File: config.mk
export PLATFORM = sky130hd
export DESIGN_NAME = vxlan_rx_classifier_top
export DESIGN_NICKNAME = d
export VERILOG_FILES = /design/src/sv/vrc_pkg.sv /design/src/sv/vxlan_rx_classifier_top.sv /design/src/sv/vrc_queue.sv /design/src/sv/vrc_front.sv /design/src/sv/vrc_back.sv
export VERILOG_INCLUDE_DIRS = /design/src /design/src/sv
export SDC_FILE = /design/constraint.sdc
export NUM_CORES = 1
export LEC_CHECK = 0
export ABC_AREA = 1
export BUFFER_PORTS_ARGS = -buffer_cell sky130_fd_sc_hd__buf_2
export CORE_UTILIZATION = 40
export CTS_CLUSTER_SIZE = 10
export DETAILED_ROUTE_END_ITERATION = 6
export GPL_TIMING_DRIVEN = 0
export SYNTH_ARGS = -nofsm -noshare
export SYNTH_HDL_FRONTEND = slang
export SYNTH_SLANG_ARGS = --single-unit
File: constraint.sdc
create_clock -name clk -period 5.2 [get_ports clk]
set_input_delay 0.26 -clock clk [delete_from_list [all_inputs] [get_ports clk]]
set_output_delay 0.26 -clock clk [all_outputs]
set_load 0.1 [all_outputs]
File: src/sv/assert_macros.svh
// Assertion helpers shared by the RTL files.
`ifndef ASSERT_MACROS_SVH
`define ASSERT_MACROS_SVH

// Concurrent check, disabled while reset is asserted (active-low reset).
`define ASSERT_RST(lbl, clk, rstn, prop, msg) \
    lbl: assert property (@(posedge clk) disable iff (!rstn) prop) else $error(msg);

// Concurrent check that must hold on every edge, reset included.
`define ASSERT_ALWAYS(lbl, clk, prop, msg) \
    lbl: assert property (@(posedge clk) prop) else $error(msg);

`endif

File: src/sv/vrc_pkg.sv
`timescale 1ns / 1ps
// ============================================================================
// vrc_pkg
// Shared types and constants of the VXLAN receive classifier.
// ============================================================================
package vrc_pkg;

    localparam int unsigned CFG_IDX_W  = 2;
    localparam int unsigned CFG_DATA_W = 32;

    typedef enum logic [CFG_IDX_W-1:0] {
        REG_UNDERLAY_VLAN = 2'd0,
        REG_LOCAL_IP      = 2'd1,
        REG_VXLAN_PORT    = 2'd2,
        REG_VNI_WORD      = 2'd3
    } cfg_reg_t;

    typedef enum logic [1:0] {
        CLS_VXLAN = 2'd0,
        CLS_ICMP  = 2'd1,
        CLS_ARP   = 2'd2,
        CLS_DROP  = 2'd3
    } pkt_class_t;

    localparam logic [15:0] ETH_IPV4         = 16'h0800;
    localparam logic [15:0] ETH_ARP          = 16'h0806;
    localparam logic [7:0]  PROTO_UDP        = 8'h11;
    localparam logic [7:0]  PROTO_ICMP       = 8'h01;
    localparam logic [3:0]  IHL_MASK         = 4'hf;
    localparam logic [6:0]  STRIP_BASE       = 7'd30;
    localparam logic [15:0] VXLAN_PORT_RESET = 16'd4789;

    // Byte positions within the frame
    localparam logic [6:0] POS_MAX      = 7'd127;
    localparam logic [6:0] POS_ETH_HI   = 7'd12;
    localparam logic [6:0] POS_ETH_LO   = 7'd13;
    localparam logic [6:0] POS_IHL      = 7'd14;
    localparam logic [6:0] POS_PROTO    = 7'd23;
    localparam logic [6:0] POS_DST_B3   = 7'd30;
    localparam logic [6:0] POS_DST_B2   = 7'd31;
    localparam logic [6:0] POS_DST_B1   = 7'd32;
    localparam logic [6:0] POS_DST_B0   = 7'd33;
    localparam logic [6:0] UDP_BASE     = 7'd14;
    localparam logic [6:0] OFF_PORT_HI  = 7'd2;
    localparam logic [6:0] OFF_PORT_LO  = 7'd3;
    localparam logic [6:0] OFF_VNI_B3   = 7'd12;
    localparam logic [6:0] OFF_VNI_B2   = 7'd13;
    localparam logic [6:0] OFF_VNI_B1   = 7'd14;
    localparam logic [6:0] OFF_VNI_B0   = 7'd15;
    localparam logic [6:0] OFF_VNI_END  = 7'd16;
    localparam logic [7:0] MIN_ETH_LEN  = 8'd14;
    localparam logic [7:0] MIN_IPV4_LEN = 8'd24;
    localparam logic [7:0] MIN_UDP_LEN  = 8'd34;

    typedef struct packed {
        logic [15:0] underlay_vlan;
        logic [31:0] local_ip;
        logic [15:0] vxlan_port;
        logic [31:0] vni_word;
    } vrc_cfg_t;

    // Everything the decision needs, captured on the last byte of a frame
    typedef struct packed {
        logic        vlan_ok;
        logic [6:0]  last_pos;
        logic [15:0] ether_kind;
        logic [7:0]  ip_protocol;
        logic [3:0]  header_words;
        logic        addr_match;
        logic        port_match;
        logic        vni_match;
    } vrc_summary_t;

    function automatic logic [6:0] udp_offset(input logic [3:0] hw);
        return UDP_BASE + {1'b0, hw, 2'b00};
    endfunction

endpackage

File: src/sv/vxlan_rx_classifier_top.sv
`timescale 1ns / 1ps
// ============================================================================
// vxlan_rx_classifier_top
// Byte-serial VXLAN/ICMP/ARP receive classifier with a register write port.
// ============================================================================
// The classifier takes one frame byte per clock, with no bubbles, as long as
// the summary queue has room; each frame gives one result beat after its last
// byte, via the queue into the output register. Throughput is set by the byte
// parser, which handles one byte per cycle while the queue has room; the queue
// of QUEUE_DEPTH frame summaries lets the output side stall for that many
// frames before input backpressure starts, and the output register lets a new
// result load in the same cycle one is taken. The class is VXLAN, ICMP, ARP or
// drop; strip length is nonzero only for VXLAN. Registers are written through
// the cfg port by the user, only while the block is idle; the block does not
// enforce it. cfg_ready is always high. No clearing pass is needed after reset.
module vxlan_rx_classifier_top
    import vrc_pkg::*;
#(
    parameter int unsigned QUEUE_DEPTH = 4
)
(
    input  logic                  clk,
    input  logic                  rst_n,
    // Register write channel
    input  logic                  cfg_valid,
    output logic                  cfg_ready,
    input  logic [CFG_IDX_W-1:0]  cfg_index,
    input  logic [CFG_DATA_W-1:0] cfg_data,
    // Byte input
    input  logic                  s_axis_tvalid,
    output logic                  s_axis_tready,
    input  logic [23:0]           s_axis_tdata,  // [7:0] data_byte, [23:8] tag_value
    input  logic                  s_axis_tlast,  // pkt_last
    input  logic [1:0]            s_axis_tuser,  // [0] pkt_first, [1] tag_stripped
    // Result output
    output logic                  m_axis_tvalid,
    input  logic                  m_axis_tready,
    output logic [7:0]            m_axis_tdata,  // [6:0] strip_bytes, [7] zero
    output logic [1:0]            m_axis_tuser   // [1:0] pkt_class
);

    vrc_cfg_t     cfg_reg, cfg_next;
    vrc_summary_t push_data, pop_data;
    logic         push, pop, q_full, q_not_empty;
    pkt_class_t   out_class;
    logic [6:0]   out_strip;

    assign cfg_ready = 1'b1;

    // Register file: hold the value unless a write beat lands on it
    always_comb
    begin
        cfg_next = cfg_reg;
        if (cfg_valid && cfg_ready)
        begin
            case (cfg_reg_t'(cfg_index))
                REG_UNDERLAY_VLAN: cfg_next.underlay_vlan = cfg_data[15:0];
                REG_LOCAL_IP:      cfg_next.local_ip      = cfg_data;
                REG_VXLAN_PORT:    cfg_next.vxlan_port    = cfg_data[15:0];
                REG_VNI_WORD:      cfg_next.vni_word      = cfg_data;
                default: ;
            endcase
        end
    end

    always_ff @(posedge clk or negedge rst_n)
    begin
        if (!rst_n)
        begin
            cfg_reg.underlay_vlan <= '0;
            cfg_reg.local_ip      <= '0;
            cfg_reg.vxlan_port    <= VXLAN_PORT_RESET;
            cfg_reg.vni_word      <= '0;
        end
        else
        begin
            cfg_reg <= cfg_next;
        end
    end

    // Front: parse each byte, push a summary on the last beat of a frame
    vrc_front u_front (
        .clk          (clk),
        .rst_n        (rst_n),
        .cfg          (cfg_reg),
        .byte_valid   (s_axis_tvalid),
        .byte_ready   (s_axis_tready),
        .data_byte    (s_axis_tdata[7:0]),
        .pkt_first    (s_axis_tuser[0]),
        .pkt_last     (s_axis_tlast),
        .tag_stripped (s_axis_tuser[1]),
        .tag_value    (s_axis_tdata[23:8]),
        .queue_full   (q_full),
        .push         (push),
        .summary      (push_data)
    );

    vrc_queue #(
        .DEPTH (QUEUE_DEPTH)
    ) u_queue (
        .clk       (clk),
        .rst_n     (rst_n),
        .push      (push),
        .push_data (push_data),
        .full      (q_full),
        .pop       (pop),
        .not_empty (q_not_empty),
        .pop_data  (pop_data)
    );

    // Back: decide the class and drive the result beat
    vrc_back u_back (
        .clk       (clk),
        .rst_n     (rst_n),
        .q_valid   (q_not_empty),
        .q_data    (pop_data),
        .q_pop     (pop),
        .out_valid (m_axis_tvalid),
        .out_ready (m_axis_tready),
        .out_class (out_class),
        .out_strip (out_strip)
    );

    assign m_axis_tdata = {1'b0, out_strip};
    assign m_axis_tuser = out_class;

endmodule

File: src/sv/vrc_queue.sv
`timescale 1ns / 1ps
// ============================================================================
// vrc_queue
// Small FIFO of frame summaries between the parser and the decision stage.
// ============================================================================
`include "assert_macros.svh"
module vrc_queue
    import vrc_pkg::*;
#(
    parameter int unsigned DEPTH = 4
)
(
    input  logic         clk,
    input  logic         rst_n,
    input  logic         push,
    input  vrc_summary_t push_data,
    output logic         full,
    input  logic         pop,
    output logic         not_empty,
    output vrc_summary_t pop_data
);

    localparam int unsigned PTR_W = (DEPTH > 1) ? $clog2(DEPTH) : 1;
    localparam int unsigned CNT_W = $clog2(DEPTH + 1);

    vrc_summary_t entries_reg [DEPTH];
    logic [PTR_W-1:0] wr_ptr_reg, wr_ptr_next;
    logic [PTR_W-1:0] rd_ptr_reg, rd_ptr_next;
    logic [CNT_W-1:0] count_reg, count_next;

    assign full      = (count_reg == CNT_W'(DEPTH));
    assign not_empty = (count_reg != '0);
    assign pop_data  = entries_reg[rd_ptr_reg];

    always_comb
    begin
        wr_ptr_next = wr_ptr_reg;
        rd_ptr_next = rd_ptr_reg;
        count_next  = count_reg;
        if (push)
        begin
            wr_ptr_next = (wr_ptr_reg == PTR_W'(DEPTH - 1)) ? '0 : wr_ptr_reg + 1'b1;
        end
        if (pop)
        begin
            rd_ptr_next = (rd_ptr_reg == PTR_W'(DEPTH - 1)) ? '0 : rd_ptr_reg + 1'b1;
        end
        if (push && !pop)
        begin
            count_next = count_reg + 1'b1;
        end
        else if (pop && !push)
        begin
            count_next = count_reg - 1'b1;
        end
    end

    always_ff @(posedge clk or negedge rst_n)
    begin
        if (!rst_n)
        begin
            wr_ptr_reg <= '0;
            rd_ptr_reg <= '0;
            count_reg  <= '0;
        end
        else
        begin
            wr_ptr_reg <= wr_ptr_next;
            rd_ptr_reg <= rd_ptr_next;
            count_reg  <= count_next;
        end
    end

    always_ff @(posedge clk)
    begin
        if (push)
        begin
            entries_reg[wr_ptr_reg] <= push_data;
        end
    end

    `ASSERT_ALWAYS(a_count_bound, clk, (count_reg <= CNT_W'(DEPTH)), "queue count overflow")
    `ASSERT_RST(a_push_grows, clk, rst_n, (push && !pop) |=> (count_reg == $past(count_reg) + 1'b1), "queue push lost")

endmodule

File: src/sv/vrc_front.sv
`timescale 1ns / 1ps
// ============================================================================
// vrc_front
// Byte parser: tracks position, captures header fields, compares addresses.
// ============================================================================
`include "assert_macros.svh"
module vrc_front
    import vrc_pkg::*;
(
    input  logic         clk,
    input  logic         rst_n,
    input  vrc_cfg_t     cfg,
    input  logic         byte_valid,
    output logic         byte_ready,
    input  logic [7:0]   data_byte,
    input  logic         pkt_first,
    input  logic         pkt_last,
    input  logic         tag_stripped,
    input  logic [15:0]  tag_value,
    input  logic         queue_full,
    output logic         push,
    output vrc_summary_t summary
);

    logic [6:0]  pos_reg, pos_next;
    logic [15:0] ether_kind_reg, ether_kind_next;
    logic [3:0]  header_words_reg, header_words_next;
    logic [7:0]  ip_protocol_reg, ip_protocol_next;
    logic        vlan_ok_reg, vlan_ok_next;
    logic        addr_match_reg, addr_match_next;
    logic        port_match_reg, port_match_next;
    logic        vni_match_reg, vni_match_next;

    logic        accept;
    logic [6:0]  pos;
    logic [15:0] ek_cur;
    logic [3:0]  hw_cur;
    logic [7:0]  proto_cur;
    logic        vlan_cur;
    logic        addr_cur, port_cur, vni_cur;
    logic [6:0]  udp;
    logic [6:0]  off;
    logic        in_udp;
    logic [7:0]  want;

    assign byte_ready = !queue_full;
    assign accept     = byte_valid && byte_ready;
    assign push       = accept && pkt_last;

    always_comb
    begin
        // Start of frame: drop what came before
        pos       = pkt_first ? '0 : pos_reg;
        ek_cur    = pkt_first ? '0 : ether_kind_reg;
        hw_cur    = pkt_first ? '0 : header_words_reg;
        proto_cur = pkt_first ? '0 : ip_protocol_reg;
        vlan_cur  = pkt_first ? ((cfg.underlay_vlan == '0) ||
                                 (tag_stripped && (tag_value == cfg.underlay_vlan)))
                              : vlan_ok_reg;
        addr_cur  = pkt_first ? 1'b1 : addr_match_reg;
        port_cur  = pkt_first ? 1'b1 : port_match_reg;
        vni_cur   = pkt_first ? 1'b1 : vni_match_reg;

        if (pos == POS_ETH_HI || pos == POS_ETH_LO)
        begin
            ek_cur = {ek_cur[7:0], data_byte};
        end
        if (pos == POS_IHL)
        begin
            hw_cur = data_byte[3:0] & IHL_MASK;
        end
        if (pos == POS_PROTO)
        begin
            proto_cur = data_byte;
        end

        case (pos)
            POS_DST_B3: if (data_byte != cfg.local_ip[31:24]) addr_cur = 1'b0;
            POS_DST_B2: if (data_byte != cfg.local_ip[23:16]) addr_cur = 1'b0;
            POS_DST_B1: if (data_byte != cfg.local_ip[15:8])  addr_cur = 1'b0;
            POS_DST_B0: if (data_byte != cfg.local_ip[7:0])   addr_cur = 1'b0;
            default: ;
        endcase

        udp    = udp_offset(hw_cur);
        in_udp = (pos >= udp);
        off    = pos - udp;

        if (in_udp && off == OFF_PORT_HI && data_byte != cfg.vxlan_port[15:8])
        begin
            port_cur = 1'b0;
        end
        if (in_udp && off == OFF_PORT_LO && data_byte != cfg.vxlan_port[7:0])
        begin
            port_cur = 1'b0;
        end

        case (off)
            OFF_VNI_B3: want = cfg.vni_word[31:24];
            OFF_VNI_B2: want = cfg.vni_word[23:16];
            OFF_VNI_B1: want = cfg.vni_word[15:8];
            OFF_VNI_B0: want = cfg.vni_word[7:0];
            default:    want = data_byte;
        endcase
        if (in_udp && data_byte != want)
        begin
            vni_cur = 1'b0;
        end

        summary.vlan_ok      = vlan_cur;
        summary.last_pos     = pos;
        summary.ether_kind   = ek_cur;
        summary.ip_protocol  = proto_cur;
        summary.header_words = hw_cur;
        summary.addr_match   = addr_cur;
        summary.port_match   = port_cur;
        summary.vni_match    = vni_cur;

        pos_next          = pos_reg;
        ether_kind_next   = ether_kind_reg;
        header_words_next = header_words_reg;
        ip_protocol_next  = ip_protocol_reg;
        vlan_ok_next      = vlan_ok_reg;
        addr_match_next   = addr_match_reg;
        port_match_next   = port_match_reg;
        vni_match_next    = vni_match_reg;
        if (accept)
        begin
            if (pkt_last)
            begin
                pos_next          = '0;
                ether_kind_next   = '0;
                header_words_next = '0;
                ip_protocol_next  = '0;
                vlan_ok_next      = 1'b0;
                addr_match_next   = 1'b1;
                port_match_next   = 1'b1;
                vni_match_next    = 1'b1;
            end
            else
            begin
                pos_next          = (pos == POS_MAX) ? POS_MAX : pos + 1'b1;
                ether_kind_next   = ek_cur;
                header_words_next = hw_cur;
                ip_protocol_next  = proto_cur;
                vlan_ok_next      = vlan_cur;
                addr_match_next   = addr_cur;
                port_match_next   = port_cur;
                vni_match_next    = vni_cur;
            end
        end
    end

    always_ff @(posedge clk or negedge rst_n)
    begin
        if (!rst_n)
        begin
            pos_reg          <= '0;
            ether_kind_reg   <= '0;
            header_words_reg <= '0;
            ip_protocol_reg  <= '0;
            vlan_ok_reg      <= 1'b0;
            addr_match_reg   <= 1'b1;
            port_match_reg   <= 1'b1;
            vni_match_reg    <= 1'b1;
        end
        else
        begin
            pos_reg          <= pos_next;
            ether_kind_reg   <= ether_kind_next;
            header_words_reg <= header_words_next;
            ip_protocol_reg  <= ip_protocol_next;
            vlan_ok_reg      <= vlan_ok_next;
            addr_match_reg   <= addr_match_next;
            port_match_reg   <= port_match_next;
            vni_match_reg    <= vni_match_next;
        end
    end

    `ASSERT_RST(a_last_clears, clk, rst_n, push |=> (pos_reg == '0 && !vlan_ok_reg), "frame state not cleared after last beat")

endmodule

File: src/sv/vrc_back.sv
`timescale 1ns / 1ps
// ============================================================================
// vrc_back
// Decision stage: turns a frame summary into class and strip length.
// ============================================================================
`include "assert_macros.svh"
module vrc_back
    import vrc_pkg::*;
(
    input  logic         clk,
    input  logic         rst_n,
    input  logic         q_valid,
    input  vrc_summary_t q_data,
    output logic         q_pop,
    output logic         out_valid,
    input  logic         out_ready,
    output pkt_class_t   out_class,
    output logic [6:0]   out_strip
);

    logic       out_valid_reg, out_valid_next;
    pkt_class_t class_reg;
    logic [6:0] strip_reg;

    pkt_class_t cls;
    logic [6:0] strip;
    logic [7:0] len;
    logic [7:0] need;

    assign q_pop     = q_valid && (!out_valid_reg || out_ready);
    assign out_valid = out_valid_reg;
    assign out_class = class_reg;
    assign out_strip = strip_reg;

    always_comb
    begin
        len  = {1'b0, q_data.last_pos} + 8'd1;
        need = {1'b0, udp_offset(q_data.header_words) + OFF_VNI_END};
        if (need < MIN_UDP_LEN)
        begin
            need = MIN_UDP_LEN;
        end
        cls   = CLS_DROP;
        strip = '0;
        if (q_data.vlan_ok && len >= MIN_ETH_LEN)
        begin
            if (q_data.ether_kind == ETH_IPV4)
            begin
                if (len >= MIN_IPV4_LEN)
                begin
                    if (q_data.ip_protocol == PROTO_UDP)
                    begin
                        if (len >= need && q_data.addr_match && q_data.port_match &&
                            q_data.vni_match)
                        begin
                            cls   = CLS_VXLAN;
                            strip = STRIP_BASE + {1'b0, q_data.header_words, 2'b00};
                        end
                    end
                    else if (q_data.ip_protocol == PROTO_ICMP)
                    begin
                        cls = CLS_ICMP;
                    end
                end
            end
            else if (q_data.ether_kind == ETH_ARP)
            begin
                cls = CLS_ARP;
            end
        end

        out_valid_next = out_valid_reg;
        if (q_pop)
        begin
            out_valid_next = 1'b1;
        end
        else if (out_ready)
        begin
            out_valid_next = 1'b0;
        end
    end

    always_ff @(posedge clk or negedge rst_n)
    begin
        if (!rst_n)
        begin
            out_valid_reg <= 1'b0;
        end
        else
        begin
            out_valid_reg <= out_valid_next;
        end
    end

    always_ff @(posedge clk)
    begin
        if (q_pop)
        begin
            class_reg <= cls;
            strip_reg <= strip;
        end
    end

    `ASSERT_RST(a_strip_only_vxlan, clk, rst_n, (out_valid_reg && class_reg != CLS_VXLAN) |-> (strip_reg == '0), "strip length on non-VXLAN result")
    `ASSERT_RST(a_strip_floor, clk, rst_n, (out_valid_reg && class_reg == CLS_VXLAN) |-> (strip_reg >= STRIP_BASE), "VXLAN strip below base")

endmodule
== After elaboration in Yosys (flattened, before gate mapping) ==
Memory sizes are Yosys's and may differ from the RTL's.
Index checks and enable logic that the tools add are counted.
Storage, ports and cells
  bits in registers: 152
  logic and storage cells: 144
  memories kept: 1
  bits in writable memories: 156
  input port bits: 66
Memory list
  u_queue.entries_reg: depth 4, width 39, rd ports 1, clocked after memory_dff 0, wr ports 1, line vrc_queue.sv:26  | vrc_summary_t entries_reg [DEPTH];
Cells by class
  magnitude comparators: 5
  equal/unequal tests: 33
  muxes and demuxes: 44
  add/subtract/negate cells: 11
  reductions and logical operators: 32
Operator list (count)
  $ne A8 B8 Y1: 7
  $eq A7 B4 Y1 const B: 7
  $mux W16: 3
  $eq A16 B12 Y1 const B: 2
  $pmux W8 S4: 1
  $mux W7: 4
  $mux W8: 3
  $eq A7 B5 Y1 const B: 3
  $mux W1: 20
  $eq A16 B16 Y1: 1
  $logic_not A16 Y1: 1
  $logic_and A1 B1 Y1: 15
  $add A4 B6 Y7 const A: 2
  $eq A7 B2 Y1 const B: 2
  $eq A7 B6 Y1 const B: 2
  $mux W2: 7
  $mux W4: 3
  $add A7 B1 Y8 const B: 1
  $eq A2 B2 Y1 const B: 4
  $eq A8 B1 Y1 const B: 1
  $eq A8 B5 Y1 const B: 1
  $ge A8 B4 Y1 const B: 1
  $ge A8 B5 Y1 const B: 1
  $ge A8 B7 Y1: 1
  other kinds (21): 32

== Longest topological paths before layout ==
An unclocked memory read counts as a cell.
  depth in word-level cells: 13
  depth in mapped cells: 36
  depth with buffers taken out: 34

== Hierarchy ==
From an unflattened synthesis, not the netlist that was laid out.
Second synthesis, totals
  cells, all modules: 1676
  area, all modules: 15617.5 µm²
By module, submodules not included
  vrc_queue: instances 1, cells each 508, area an instance 6811.5 µm²
  vxlan_rx_classifier_top: instances 1, cells each 432, area an instance 3961.3 µm²
  vrc_front: instances 1, cells each 589, area an instance 3892.5 µm²
  vrc_back: instances 1, cells each 147, area an instance 952.2 µm²

== Worst setup path before layout ==
Ideal clock, no wire load.
  kind: in2reg
  from: input port s_axis_tuser[0]
  to: memory u_queue.entries_reg[0][0] (netlist name) (data pin)
  slack: 0.988 ns
  data arrival time: 3.954 ns
  stages: 33
  data required time: 4.942 ns
  setup time: 0.258 ns
  cell sequence: buf_6 clkbuf_1 nor2_1 inv_1 ha_1 inv_1 nor3_1 nand2_1 inv_1 nor3_1 a21oi_2 inv_1 nor2_1 xor2_1 ha_1 a21oi_1 nand2_1 nand2_1 nand2_1 nor2_4 and2_1 buf_4 nand3_1 nand2_1 nor2_1 nand2_1 nand2_1 nand2_1 nor2_1 nand2_1 nand2_1 nand2_1 inv_1
RTL lines
  start, declared: line vxlan_rx_classifier_top.sv:34  | input logic [1:0] s_axis_tuser,
  end, declared: line vrc_queue.sv:26

==> impl_metrics.yaml <==
yosys:
  synth_top_family_by_area: "simple AND/OR/NAND/NOR gates"
  synth_simple_gate_area_frac: 0.155
  ys_seq_area_frac: 0.611
  synth-compound-area-share: 0.107
  synth_edf_count: 164
  synth.avg_cell_area_um2: 10.3
  synthAdderAreaFrac: 0.0235
  synth-xor-area-share: 0.0421
  yosysMostFrequentCell: "nand2_1"
  synth_top_area_cell: "edfxtp_1"
  async_flop_share: 0.466
  ys_ff_latch: 307
  synth_ff_type: "edfxtp_1"
  synth_top_area_share: 0.353
  synthMuxAreaShare: 0
  ys_types: 55
  netlist_top_cells_count: "nand2_1 (234), o21ai_0 (166), edfxtp_1 (164)"
  synthTopCellsByArea: "edfxtp_1 (35%), dfrtp_1 (24%), nand2_1 (6.3%), o21ai_0 (6.0%), inv_1 (3.9%)"
  synth_area_um2: 13900
  ys_warn_count: 0
  syn_inst: 1347
clocking:
  root_buffer: "clkbuf_16"
  cts.reportedPaths.clkPinSlew_ns: 0.05
  clkLatencyLatePin_ns: 0.52
  clock-sinks: 307
  clockBufferDepth: 3
  tritoncts: "done"
  cts_buffers: 37
  cts-htree-levels: 2
critical_path:
  crit_path_max_fanout: 9
  r2r_start: "u_front.pos_reg[0]"
  critPathLaunchType: "flop"
  required_ns: 5.54
  worstSetupEndpoint: "u_queue.entries_reg[0][0]"
  cp.depth: 29
  regToRegEndpoint: "u_queue.entries_reg[0][0]"
  reg2reg_setup_slack_ns: 0.39
  r2r_cells: 29
  path_common_cell: "nand2_1"
  cp.arrival_ns: 5.14
  path_class: "reg -> reg"
  cpPeakStageDelay_ns: 0.45
  crit_start: "u_front.pos_reg[0]"
  cp_top_family: "simple AND/OR/NAND/NOR gates"
  cp_num_buf_inv: 6
  cp_slowest_cell: "o21ai_0"
  crit_path_end_kind: "flop"
sta:
  fin_crit_sh: 0.924
  worstMarginPinSlew_ns: 0.941
  slew_violations: 0
  max_slew_margin: 0.373
  setup_viol: 0
  fmax_mhz: 208
  hold_viol_final: 0
  period_needed_ns: 4.81
  rsz0062_at_grt: "no"
  fin_skew_ns: 0.0186
  fin_tns_setup_ns: 0
floorplanning:
  fp-row-count: 68
  pin_count: 79
  fp.dieW_um: 189
  start_util: 0.405
  die_area_um2: 35600
  dieHeight_um: 189
  core_area_um2: 34500
grt:
  grt.total_usage: 0.194
  grt_max_degree: 100
  grt_overflow: 0
  grt_pass1_vias: 9681
  grt_pass1_wl_um: 53600
  antenna_found_initial: 0
routing:
  wl_per_cell_um: 17.5
  ant_nets: 0
  drcViolationCount: 0
  viasPerCell: 5.14
  finalWirelength_um: 33900
  vias: 9988
  drt-pass1-iter-count: 5
  drtIter0Drc: 670
placement:
  dp_hpwl_um: 24100
  dp.cells: 1875
  finalWeightedCongestion: 0.858
  placed_area_um2: 15000
  io_buffers: 66
power_and_ir_drop:
  ir_worst_vdd_v: 0.000291
  p_per_area_nw_per_um2: 437
  total_power_w: 0.00704
  leakage_nw: 6.84
finish:
  diodes: 0
  nets: 1553
  fin_cells: 1942
  drive_gt1_frac: 0.127
  final_cell_area_um2: 16100
  largest_reg_flops: 156
  area_delta_synth_final_pct: 15.7
run_status:
  status: "finished, final reports clean"
job:
  maxCapViolCount: 0
min_path:
  hp-class: "in -> reg"
  hold_start: "cfg_data[21]"
-- where the power goes --
group	total, W	leakage, nW	internal (W)	switching (W)
logic	0.00171	3.01	0.000562	0.00115
registers	0.00301	3.30	0.00286	0.000148
clock network	0.00232	0.521	0.00137	0.000950
total	0.00704	6.84	0.00479	0.00225
-- per-layer routing --
layer | vias up | GRT usage | wire length, µm
met3 | 70 | 0.0307 | 1460
met1 | 4835 | 0.260 | 15300
met5 | - | 0 | 0
li1 | 4847 | - | -
met2 | 236 | 0.322 | 16200
met4 | 0 | 0.0611 | 1000
-- metrics by stage --
step                      utilization  hold WS [ns]  setup WS, ns
final                           0.468        0.0206         0.394
after detailed placement        0.435         0.220        -0.258
after CTS                       0.468       0.00178         0.270
after floorplan                     -       -0.0356         0.988
after global routing            0.468        0.0224        0.0487
after global placement          0.431         0.454        -0.234
-- area by class of cell --
cell class / count / area, µm²
Buffer: 59 / 287
Multi-Input combinational cell: 831 / 4620
Inverter: 151 / 567
Clock inverter: 3 / 41.3
Sequential cell: 307 / 8520
Timing Repair Buffer: 75 / 483
Fill cell: 3233 / 18300
Clock buffer: 61 / 1050
Tap cell: 455 / 569
-- placed cells by master (no fill, tap or decap), types with 28 or more instances in the layout --
cell type | synthesis | routed
o21ai_0 | 166 | 166
xor2_1 | 37 | 37
dfrtp_1 | 133 | 133
nand2_1 | 234 | 234
clkbuf_1 | 36 | 56
nand3_1 | 50 | 50
clkbuf_16 | 0 | 37
buf_2 | 9 | 74
xnor2_1 | 30 | 30
edfxtp_1 | 164 | 164
a21oi_1 | 28 | 28
inv_1 | 143 | 143
nor2_1 | 78 | 72
nand4_1 | 47 | 47
-- worst min-delay path by stage --
stage | to | slack (ns) | depth (start not counted)
final | cfg_reg[21] | 0.02 | 3
after global routing | cfg_reg[78] | 0.02 | 3
after detailed placement | cfg_reg[92] | 0.22 | 1
after global placement | u_back.out_valid | 0.45 | 2
after CTS | cfg_reg[30] | 0.002 | 3
after floorplan | cfg_reg[0] | -0.04 | 0
-- repair_timing --
action                                  in CTS  in global routing
hold buffers                                 2                  0
buffers inserted                             0                  1
hold endpoints to repair                    41                  0
endpoints found under the setup margin       0                 10
resized for setup                            0                  4
-- cells by family (layout without fill, tap and decap cells) --
logic type,count (synthesis),after routing
compound gates,260,260
xor+xnor,67,67
flops,307,307
buf+inv,210,349
fa+ha+maj,25,25
other cells,2,3
simple gates,476,476
-- worst register-to-register path, delay by kind of cell, from the launching register on --
kind                       cells  cell delay, ns
and+or+nand+nor               17            2.07
DFF                            1            0.38
adders and majority gates      2            0.47
xor gates and xnor gates       1            0.16
AOI/OAI and AO/OA              3            0.72
buffers and inverters          6            0.85
No activity file was read; power rests on OpenSTA's default activity.
